File: src/design/fhp_pkg.sv
package fhp_pkg;

    localparam int HASH_W      = 32;
    localparam int PART_W      = 31;
    localparam int BYTE_W      = 8;
    localparam int QUEUE_DEPTH = 4;

    localparam logic [HASH_W-1:0] FNV_BASIS = 32'h811c_9dc5;
    localparam logic [HASH_W-1:0] FNV_MULT  = 32'h0100_0193;

    typedef enum logic [1:0] {
        BK_IDLE,
        BK_DIV,
        BK_OUT
    } back_state_t;

    function automatic logic [HASH_W-1:0] fnv_step(
        input logic [HASH_W-1:0] hash,
        input logic [BYTE_W-1:0] data
    );
        logic [HASH_W-1:0] mixed;
        mixed = hash ^ {{(HASH_W-BYTE_W){1'b0}}, data};
        return mixed * FNV_MULT;
    endfunction

endpackage

File: src/design/fhp_front.sv
module fhp_front (
    input  logic                      clk,
    input  logic                      rst_n,
    input  logic                      s_tvalid,
    output logic                      s_tready,
    input  logic [7:0]                s_tdata,   // key_byte
    input  logic                      s_tuser,   // has_byte
    input  logic                      s_tlast,   // last_byte
    input  logic                      q_full,
    output logic                      q_push,
    output logic [fhp_pkg::HASH_W-1:0] q_data
);
    import fhp_pkg::*;

    logic [HASH_W-1:0] hash_reg;
    logic [HASH_W-1:0] hash_next;
    logic              accept;

    assign s_tready = !q_full;
    assign accept   = s_tvalid && s_tready;

    always_comb
    begin
        hash_next = s_tuser ? fnv_step(hash_reg, s_tdata) : hash_reg;
    end

    assign q_push = accept && s_tlast;
    assign q_data = hash_next;

    always_ff @(posedge clk or negedge rst_n)
    begin
        if (!rst_n)
        begin
            hash_reg <= FNV_BASIS;
        end
        else if (accept)
        begin
            hash_reg <= s_tlast ? FNV_BASIS : hash_next;
        end
    end

endmodule

File: src/design/fhp_queue.sv
module fhp_queue #(
    parameter int DEPTH = fhp_pkg::QUEUE_DEPTH
) (
    input  logic                       clk,
    input  logic                       rst_n,
    input  logic                       push,
    input  logic [fhp_pkg::HASH_W-1:0] push_data,
    output logic                       full,
    input  logic                       pop,
    output logic [fhp_pkg::HASH_W-1:0] pop_data,
    output logic                       empty
);
    import fhp_pkg::*;

    localparam int PTR_W = $clog2(DEPTH);
    localparam int CNT_W = $clog2(DEPTH + 1);

    logic [HASH_W-1:0] mem [DEPTH];
    logic [PTR_W-1:0]  wr_ptr_reg;
    logic [PTR_W-1:0]  wr_ptr_next;
    logic [PTR_W-1:0]  rd_ptr_reg;
    logic [PTR_W-1:0]  rd_ptr_next;
    logic [CNT_W-1:0]  count_reg;
    logic [CNT_W-1:0]  count_next;
    logic              do_push;
    logic              do_pop;

    assign full     = (count_reg == CNT_W'(DEPTH));
    assign empty    = (count_reg == '0);
    assign do_push  = push && !full;
    assign do_pop   = pop && !empty;
    assign pop_data = mem[rd_ptr_reg];

    always_comb
    begin
        wr_ptr_next = wr_ptr_reg;
        rd_ptr_next = rd_ptr_reg;
        count_next  = count_reg;
        if (do_push)
        begin
            wr_ptr_next = (wr_ptr_reg == PTR_W'(DEPTH - 1)) ? '0 : wr_ptr_reg + 1'b1;
        end
        if (do_pop)
        begin
            rd_ptr_next = (rd_ptr_reg == PTR_W'(DEPTH - 1)) ? '0 : rd_ptr_reg + 1'b1;
        end
        if (do_push && !do_pop)
        begin
            count_next = count_reg + 1'b1;
        end
        else if (do_pop && !do_push)
        begin
            count_next = count_reg - 1'b1;
        end
    end

    always_ff @(posedge clk)
    begin
        if (do_push)
        begin
            mem[wr_ptr_reg] <= push_data;
        end
    end

    always_ff @(posedge clk or negedge rst_n)
    begin
        if (!rst_n)
        begin
            wr_ptr_reg <= '0;
            rd_ptr_reg <= '0;
            count_reg  <= '0;
        end
        else
        begin
            wr_ptr_reg <= wr_ptr_next;
            rd_ptr_reg <= rd_ptr_next;
            count_reg  <= count_next;
        end
    end

    a_no_overflow: assert property (@(posedge clk) disable iff (!rst_n)
        push |-> !full)
        else $error("Queue push while full.");

    a_count_bound: assert property (@(posedge clk) disable iff (!rst_n)
        count_reg <= CNT_W'(DEPTH))
        else $error("Queue count exceeds depth.");

endmodule

File: src/design/fhp_back.sv
module fhp_back (
    input  logic                        clk,
    input  logic                        rst_n,
    input  logic                        cfg_valid,
    input  logic [fhp_pkg::PART_W-1:0]  cfg_data,
    input  logic                        q_empty,
    input  logic [fhp_pkg::HASH_W-1:0]  q_data,
    output logic                        q_pop,
    output logic                        m_tvalid,
    input  logic                        m_tready,
    output logic [63:0]                 m_tdata    // hash_value, partition_index, pad
);
    import fhp_pkg::*;

    localparam int STEP_W = $clog2(HASH_W);

    back_state_t       state_reg;
    back_state_t       state_next;
    logic [PART_W-1:0] divisor_reg;
    logic [HASH_W-1:0] hash_reg;
    logic [HASH_W-1:0] shift_reg;
    logic [PART_W-1:0] rem_reg;
    logic [STEP_W-1:0] step_reg;
    logic [HASH_W-1:0] trial;
    logic [HASH_W-1:0] diff;
    logic              load;

    always_comb
    begin
        trial = {rem_reg, shift_reg[HASH_W-1]};
        diff  = trial - {1'b0, divisor_reg};
    end

    always_comb
    begin
        state_next = state_reg;
        unique case (state_reg)
            BK_IDLE:
            begin
                if (!q_empty)
                begin
                    state_next = BK_DIV;
                end
            end
            BK_DIV:
            begin
                if (step_reg == '0)
                begin
                    state_next = BK_OUT;
                end
            end
            BK_OUT:
            begin
                if (m_tready)
                begin
                    state_next = q_empty ? BK_IDLE : BK_DIV;
                end
            end
            default:
            begin
                state_next = BK_IDLE;
            end
        endcase
    end

    always_comb
    begin
        m_tvalid = (state_reg == BK_OUT);
        load     = !q_empty && ((state_reg == BK_IDLE) || (m_tvalid && m_tready));
        q_pop    = load;
        m_tdata  = {1'b0, rem_reg, hash_reg};
    end

    always_ff @(posedge clk)
    begin
        if (load)
        begin
            hash_reg  <= q_data;
            shift_reg <= q_data;
            rem_reg   <= '0;
            step_reg  <= STEP_W'(HASH_W - 1);
        end
        else if (state_reg == BK_DIV)
        begin
            shift_reg <= {shift_reg[HASH_W-2:0], 1'b0};
            rem_reg   <= (trial >= {1'b0, divisor_reg}) ? diff[PART_W-1:0]
                                                        : trial[PART_W-1:0];
            step_reg  <= step_reg - 1'b1;
        end
    end

    always_ff @(posedge clk or negedge rst_n)
    begin
        if (!rst_n)
        begin
            state_reg   <= BK_IDLE;
            divisor_reg <= PART_W'(1);
        end
        else
        begin
            state_reg <= state_next;
            if (cfg_valid && (cfg_data != '0))
            begin
                divisor_reg <= cfg_data;
            end
        end
    end

    a_divisor_nonzero: assert property (@(posedge clk) disable iff (!rst_n)
        divisor_reg != '0)
        else $error("Partition divisor is zero.");

    a_rem_in_range: assert property (@(posedge clk) disable iff (!rst_n)
        (state_reg == BK_OUT) |-> (rem_reg < divisor_reg))
        else $error("Remainder not below divisor.");

    a_div_runs: assert property (@(posedge clk) disable iff (!rst_n)
        (state_reg == BK_DIV && step_reg != '0) |=> (state_reg == BK_DIV))
        else $error("Division left before its last step.");

endmodule

File: src/design/fnv1a_hash_partitioner_core.sv
// FNV-1a key hasher and partitioner.
// Key bytes enter on the s_* stream, one byte per request; s_tuser marks a request
// that carries a byte, and s_tlast marks the final request of a key. A request with
// s_tlast and no byte closes an empty key. Bytes are taken at one per cycle while the queue is not full.
// On the last request the 32-bit hash goes into a small queue and the running hash
// returns to the offset basis, so the next key may follow in the next cycle.
// Behind the queue a bit-serial divider forms the hash modulo the partition count;
// one result appears on m_tvalid once the division of its hash is done. The divider takes
// the next hash from the queue only after that result is accepted on m_tready, so the
// divider sets the sustained key rate.
// m_tdata holds the hash in bits 31:0 and the partition index in bits 62:32.
// When the receiver stalls, the result holds on m_tdata, the queue fills, and
// s_tready drops only once the queue is full.
// The partition count is written on cfg_valid; a write of zero is ignored. Write
// it only while no key is in flight. Reset sets the count to one, empties the
// queue, and returns the running hash to the offset basis.
module fnv1a_hash_partitioner_core #(
    parameter int QUEUE_DEPTH = fhp_pkg::QUEUE_DEPTH
) (
    input  logic                       clk,
    input  logic                       rst_n,
    input  logic                       s_tvalid,
    output logic                       s_tready,
    input  logic [7:0]                 s_tdata,   // key_byte
    input  logic                       s_tuser,   // has_byte
    input  logic                       s_tlast,   // last_byte
    output logic                       m_tvalid,
    input  logic                       m_tready,
    output logic [63:0]                m_tdata,   // hash_value, partition_index, pad
    input  logic                       cfg_valid,
    output logic                       cfg_ready,
    input  logic [fhp_pkg::PART_W-1:0] cfg_data
);
    import fhp_pkg::*;

    logic              q_push;
    logic [HASH_W-1:0] q_push_data;
    logic              q_full;
    logic              q_pop;
    logic [HASH_W-1:0] q_pop_data;
    logic              q_empty;

    assign cfg_ready = 1'b1;

    fhp_front u_front (
        .clk      (clk),
        .rst_n    (rst_n),
        .s_tvalid (s_tvalid),
        .s_tready (s_tready),
        .s_tdata  (s_tdata),
        .s_tuser  (s_tuser),
        .s_tlast  (s_tlast),
        .q_full   (q_full),
        .q_push   (q_push),
        .q_data   (q_push_data)
    );

    fhp_queue #(
        .DEPTH (QUEUE_DEPTH)
    ) u_queue (
        .clk       (clk),
        .rst_n     (rst_n),
        .push      (q_push),
        .push_data (q_push_data),
        .full      (q_full),
        .pop       (q_pop),
        .pop_data  (q_pop_data),
        .empty     (q_empty)
    );

    fhp_back u_back (
        .clk       (clk),
        .rst_n     (rst_n),
        .cfg_valid (cfg_valid),
        .cfg_data  (cfg_data),
        .q_empty   (q_empty),
        .q_data    (q_pop_data),
        .q_pop     (q_pop),
        .m_tvalid  (m_tvalid),
        .m_tready  (m_tready),
        .m_tdata   (m_tdata)
    );

endmodule
File: config.mk
export PLATFORM = sky130hd
export DESIGN_NAME = fnv1a_hash_partitioner_core
export DESIGN_NICKNAME = d
export VERILOG_FILES = /design/src/design/fhp_pkg.sv /design/src/design/fhp_front.sv /design/src/design/fhp_queue.sv /design/src/design/fhp_back.sv /design/src/design/fnv1a_hash_partitioner_core.sv
export SDC_FILE = /design/constraint.sdc
export NUM_CORES = 1
export LEC_CHECK = 0
export BUFFER_PORTS_ARGS = -buffer_cell sky130_fd_sc_hd__clkbuf_2
export CAP_MARGIN = 40
export CELL_PAD_IN_SITES_DETAIL_PLACEMENT = 0
export CELL_PAD_IN_SITES_GLOBAL_PLACEMENT = 1
export CORE_MARGIN = 1
export CORE_UTILIZATION = 50
export DETAILED_ROUTE_END_ITERATION = 12
export PLACE_DENSITY_LB_ADDON = 0.1
export SYNTH_ARGS = -nofsm -noshare
export SYNTH_HDL_FRONTEND = slang
export SYNTH_HIERARCHICAL = 1
export SYNTH_SLANG_ARGS = --single-unit
File: constraint.sdc
create_clock -name clk -period 7.1 [get_ports clk]
set_clock_uncertainty 0.15 [all_clocks]
set_input_delay 0.71 -clock clk [delete_from_list [all_inputs] [get_ports clk]]
set_output_delay 0.71 -clock clk [all_outputs]
set_load 0.02 [all_outputs]
* After elaboration in Yosys (flattened, before gate mapping)
Memories as Yosys holds them, arrays and structs flattened.
Index checks and enable logic that the tools add are counted.
** Word-level totals
- Register bits :: 172
- Bits in latches :: 0
- RAM bits :: 128
- ROM bits :: 0
- Output and inout bits :: 67
- Memories :: 1
** Cells by class
- $add $sub $neg :: 6
- Multiply operators :: 1
- Divide/modulo/power cells :: 0
- Magnitude comparators :: 1
- Equality and inequality tests :: 8
- Shift-type cells :: 0
- Multiplexer cells :: 16
- Bitwise gates (word level) :: 1
- Reductions and logical operators :: 21
** Memory list
- u_queue.mem :: words 4, width 32, rd ports 1, clocked after Yosys merged registers in 0, write ports 1, RTL line fhp_queue.sv:18 : logic [HASH_W-1:0] mem [DEPTH];
** Operators with widths (number)
- $mux W32 :: 4
- $ge A32 B31 Y1 :: 1
- $mul A32 B25 Y32 const B :: 1
- $xor A32 B8 Y32 :: 1
- $mux W31 :: 1
- $reduce_bool A31 Y1 :: 1
- $sub A31 B31 Y31 :: 1
- $mux W2 :: 5
- $logic_and A1 B1 Y1 :: 9
- $eq A2 B2 Y1 const B :: 3
- $mux W3 :: 2
- $pmux W2 S3 :: 1
- $logic_not A5 Y1 :: 1
- $sub A5 B1 Y5 const B :: 1
- $add A2 B1 Y2 const B :: 2
- $logic_not A1 Y1 :: 4
- $ne A2 B1 Y1 const B :: 2
- $reduce_bool A2 Y1 :: 2
- $add A3 B1 Y3 const B :: 1
- $eq A3 B3 Y1 const B :: 1
- $logic_not A3 Y1 :: 1
- $mux W1 :: 3
- $reduce_and A3 Y1 :: 1
- $sub A3 B1 Y3 const B :: 1
- 4 further kinds :: 4

* Longest topological paths before layout
- Word-level depth :: 9
- Depth in mapped cells :: 20

* By module
The synthesis kept the hierarchy.
** Modules (own cells, without submodules)
- fhp_front :: instances 1, cells each 790, area each 7473.4 um^2, seq. area each 818.3 um^2
- fhp_back :: instances 1, cells each 715, area each 6970.4 um^2, seq. area each 3469.6 um^2
- fhp_queue :: instances 1, cells each 205, area each 5084.9 um^2, seq. area each 4018.9 um^2
- fnv1a_hash_partitioner_core :: instances 1, cells each 2, area each 11.3 um^2, seq. area each 0.0 um^2

* Worst setup path after synthesis
No wires, ideal clock.
- Kind :: input to register
- Start point :: in s_tdata[7]
- End point :: mem u_queue.mem[0][30], data pin
- Data arrival time :: 5.784 ns
- Data required time :: 6.749 ns
- Slack :: 0.965 ns
- Stages :: 20
- Path buffers :: 1
- Path through :: xor2_1 -> ha_1 -> ha_1 -> fa_1 -> ha_1 -> fa_1 -> ha_1 -> inv_1 -> fa_1 -> inv_1 -> ha_1 -> buf_6 -> a211o_1 -> o21bai_1 -> a41oi_2 -> a21oi_2 -> o41ai_4 -> o21ai_2 -> mux2_4 -> o21ai_0
** Between the ends
- Word-level cells in the longest chain between the ends :: 3
** RTL lines
- from (decl) :: RTL line fnv1a_hash_partitioner_core.sv:24 : input logic [7:0] s_tdata,
- $xor A32 B8 Y32 :: RTL line fhp_pkg.sv:22 : mixed = hash ^ {{(HASH_W-BYTE_W){1'b0}}, data};
- $mul A32 B25 Y32 :: RTL line fhp_pkg.sv:23 : return mixed * FNV_MULT;
- $mux W32 :: RTL line fhp_front.sv:24 : hash_next = s_tuser ? fnv_step(hash_reg, s_tdata) : hash_reg;
- named net q_push_data[30] :: RTL line fnv1a_hash_partitioner_core.sv:37 : logic [HASH_W-1:0] q_push_data;
- to (decl) :: RTL line fhp_queue.sv:18
The timed path passes the listed nets, and every way through them passes these cells.

* Final worst setup path
- Start point :: reg u_front.hash_reg[6]
- End point :: mem u_queue.mem[3][25], data pin
** Between the ends
- Word-level cells in the longest chain between the ends :: 3
** RTL lines
- from (decl) :: RTL line fhp_front.sv:15 : logic [HASH_W-1:0] hash_reg;
- from (signal assigned) :: RTL line fhp_front.sv:38 : hash_reg <= s_tlast ? FNV_BASIS : hash_next;
- $xor A32 B8 Y32 :: RTL line fhp_pkg.sv:22
- $mul A32 B25 Y32 :: RTL line fhp_pkg.sv:23
- $mux W32 :: RTL line fhp_front.sv:24
- named net q_push_data[25] :: RTL line fnv1a_hash_partitioner_core.sv:37
The timed path passes the listed nets, and every way through them passes these cells.

==> results.md <==
- Nets: 2164
- Skew-Pair Late Insertion Delay: 590 ps
- Die span in x: 200 microns
- Hold endpoint: u_back/divisor_reg[19]$_DFFE_PN0P_
- Count of cell types in the netlist: 84
- Final Instance Area: 21700 sq um
- Max-Cap Viols: 0
- Final RePlAce weighted congestion: 0.848
- Worst r2r dst: u_queue/mem[3][25]$_DFFE_PP_
- Antenna-violating nets left: 0
- # port buffers: 110
- Post-synth EDFFs: 192
- Largest net degree at the start of global routing: 67
- Data arrival, critical path: 6630 ps
- Rows: 72
- Max reg flops: 128
- Fmax: 154 MHz
- Antenna violations before repair: 0
- Overflow after GRT: 0
- Period utilization: 0.915
- Dpl cell area: 20700 sq um
- Slowest stage delay, CP: 560 ps
- Clk buf depth: 3
- Ys async rst share: 0.240
- CTS clk-pin slew, worst paths: 70 ps
- Area of the mapped netlist: 19500 sq um
- Sequential share of the synthesized area: 0.425
- Critical R2R Launch: u_front/hash_reg[6]$_DFFE_PN1P_
- Detailed Routing Iterations Pass 1: 5
- Register Area: 8310 sq um
- Synthesized area per cell: 11.4 sq um
- Mapped Cells: 1712
- Prevailing post-synth register cell: edfxtp_1
- CP top delay family: adder cells
- Slew Viols, Final: 0
- Mean routed wirelength per cell: 19.8 microns
- Total CTS buffers: 31
- FF-to-FF path depth: 19
- Post-DP HPWL: 35700 microns
- Post-Syn Nets: 2057
- Fraction of layout cells with a size suffix above 1: 0.169
- Root buffer cell: clkbuf_16
- # diodes: 0
- Critical-path cell list: xor2_1 > ha_1 > ha_1 > fa_1 > ha_1 > fa_1 > ha_1 > inv_1 > fa_1 > inv_1 > ha_1 > nand3_1 > o211ai_1 > or3_1 > o221ai_1 > a31oi_1 > a311oi_1 > xor2_1 > mux2i_1
- Actual slew at the worst max-slew pin: 862 ps
- RSZ-0062 raised after global routing: false
- I/O pin count: 113
- R2R Setup Slk: 600 ps
- Final WL: 46700 microns
- Effective utilization at floorplan: 0.507
- Full die area: 39900 sq um
- Iteration-0 DRC Markers: 707
- DR vias: 12900
- First-pass GRT wire length: 73600 microns
- Vias in the first global route: 13000
- Core Util, Final: 0.564
- Crit Path Class: reg2reg
- Worst min-delay path category: in2reg
- CP endpoint kind: register
- Biggest register: u_queue/mem
- Yosys Warn Count: 6
- #FFs+latches synth: 300
- Final setup fails: 0
- Clk sinks: 300
- Hold path depth: 3
- Crit start category: register
- Tot GR Track Use: 0.243
- Core area: 38600 sq um
- Outcome: complete, no violations
- Crit-path most repeated cell: ha_1
- Tmin final: 6500 ps
- Height of the die: 200 microns
- Postcts setup bufs: 0
- Max_slew headroom: 0.426
- TNS Setup: 0 ps
- Gates resized, CTS repair: 0
- Fillcell total: 3407
- CTS H-tree depth: 1
- Vias per inst: 5.47
- CTS tree: yes
- Sum of buffers and inverters on the critical path: 2
- Multi-input gate area: 10000 sq um
- Final hold vios: 0
- Worst Path Max Fanout: 8
- Drc violations: 0
- Min-delay src: cfg_data[19]
- Synth-to-layout area growth: 11.2%
- Critical-path top delay cell: dfstp_2
- Data required time of the critical path: 7240 ps
==> worst min-delay path, stage by stage <==
cell      delay (ps)
clkbuf_2          90
nand2_1           50
nand2_1           50
==> worst max path at each step <==
| stage | from | endpoint | slack [ps] | depth (start not counted) |
|---|---|---|---|---|
| floorplan | s_tdata[7] | u_queue/mem[0][30]$_DFFE_PP_ | 960 | 20 |
| global placement | s_tdata[0] | u_queue/mem[0][24]$_DFFE_PP_ | 360 | 19 |
| detailed placement | s_tdata[3] | u_queue/mem[3][25]$_DFFE_PP_ | 300 | 20 |
| CTS | u_front/hash_reg[6]$_DFFE_PN1P_ | u_queue/mem[3][25]$_DFFE_PP_ | 620 | 19 |
| global route | u_front/hash_reg[1]$_DFFE_PN0P_ | u_queue/mem[3][25]$_DFFE_PP_ | 200 | 19 |
| finish | u_front/hash_reg[6]$_DFFE_PN1P_ | u_queue/mem[3][25]$_DFFE_PP_ | 600 | 19 |
==> Yosys cell counts (all sizes together) (6+ instances only) <==
master	number	share of area
inv	246	0.047
ha	223	0.14
edfxtp	192	0.30
nand2	169	0.032
fa	76	0.078
a21oi	73	0.019
o21ai	64	0.017
dfrtp	57	0.073
mux2	53	0.031
nor2	50	0.0096
xnor2	48	0.022
clkbuf	41	0.0079
dfxtp	36	0.037
xor2	33	0.015
mux4	32	0.037
nor3	25	0.0067
a21o	24	0.0092
a22o	22	0.0099
buf	19	0.0069
nand3	19	0.0049
dfstp	15	0.020
o21bai	13	0.0050
nor2b	12	0.0042
a31oi	11	0.0042
and2	11	0.0036
o22a	11	0.0049
nand4	10	0.0032
nor4	10	0.0032
o21a	10	0.0038
mux2i	8	0.0041
nand2b	8	0.0026
a211oi	7	0.0027
o211ai	6	0.0023
==> cells in the final DEF (no fill, tap or decap), drive strengths merged, types with 11 or more instances in the layout <==
cell type | synthesis | routed
o21bai | 13 | 13
inv | 246 | 252
a22o | 22 | 22
mux4 | 32 | 32
dfrtp | 57 | 57
clkbuf | 41 | 141
and2 | 11 | 11
nor2b | 12 | 12
fa | 76 | 76
nor3 | 25 | 25
mux2 | 53 | 53
a31oi | 11 | 11
a21o | 24 | 24
nor2 | 50 | 50
xor2 | 33 | 33
edfxtp | 192 | 192
dfstp | 15 | 15
nand2 | 169 | 169
buf | 19 | 24
o22a | 11 | 11
a21oi | 73 | 73
dfxtp | 36 | 36
xnor2 | 48 | 48
ha | 223 | 223
o21ai | 64 | 64
clkinv | 1 | 15
nand3 | 19 | 19
==> area by class of cell <==
cell class	count	area share
multi-input cells	1105	0.462
flip-flops and latches	300	0.382
inverters	247	0.0427
clock buffers	32	0.0359
repair buffers	134	0.0357
well taps	518	0.0298
clock inverters	26	0.0119
==> metrics by stage <==
| step | worst slack [ps] | instances | hold slack [ps] |
|---|---|---|---|
| floorplan | 965 | 1712 | 264 |
| global placement | 363 | 2299 | 318 |
| detailed placement | 298 | 2303 | 316 |
| CTS | 625 | 2362 | 171 |
| global route | 203 | 2362 | 193 |
| finish | 603 | 2362 | 195 |
==> metal layers <==
| metal | track usage | up-vias | routed length, microns |
|---|---|---|---|
| li1 | - | 6217 | - |
| met1 | 0.354 | 6404 | 22800 |
| met3 | 0.0231 | 51 | 1610 |
| met4 | 0.0557 | 0 | 791 |
| met2 | 0.391 | 241 | 21500 |
| met5 | 0 | - | 0 |
==> logic make-up after synthesis <==
group | after synthesis | share of synthesized area
and+or+nand+nor | 340 | 0.0807
buffers and inverters | 307 | 0.0622
DFF | 300 | 0.425
adders and majority gates | 299 | 0.221
AOI/OAI and AO/OA | 290 | 0.102
muxes | 93 | 0.0721
xor gates and xnor gates | 81 | 0.0363
other | 2 | 0.000384
==> what timing repair did <==
item	CTS	global route
endpoints found under the setup margin	0	0
hold endpoints to repair	28	0
hold buffers	1	0
Power is not shown: default switching activity piles up to over one toggle a cycle in this logic, so the estimate is an artifact.
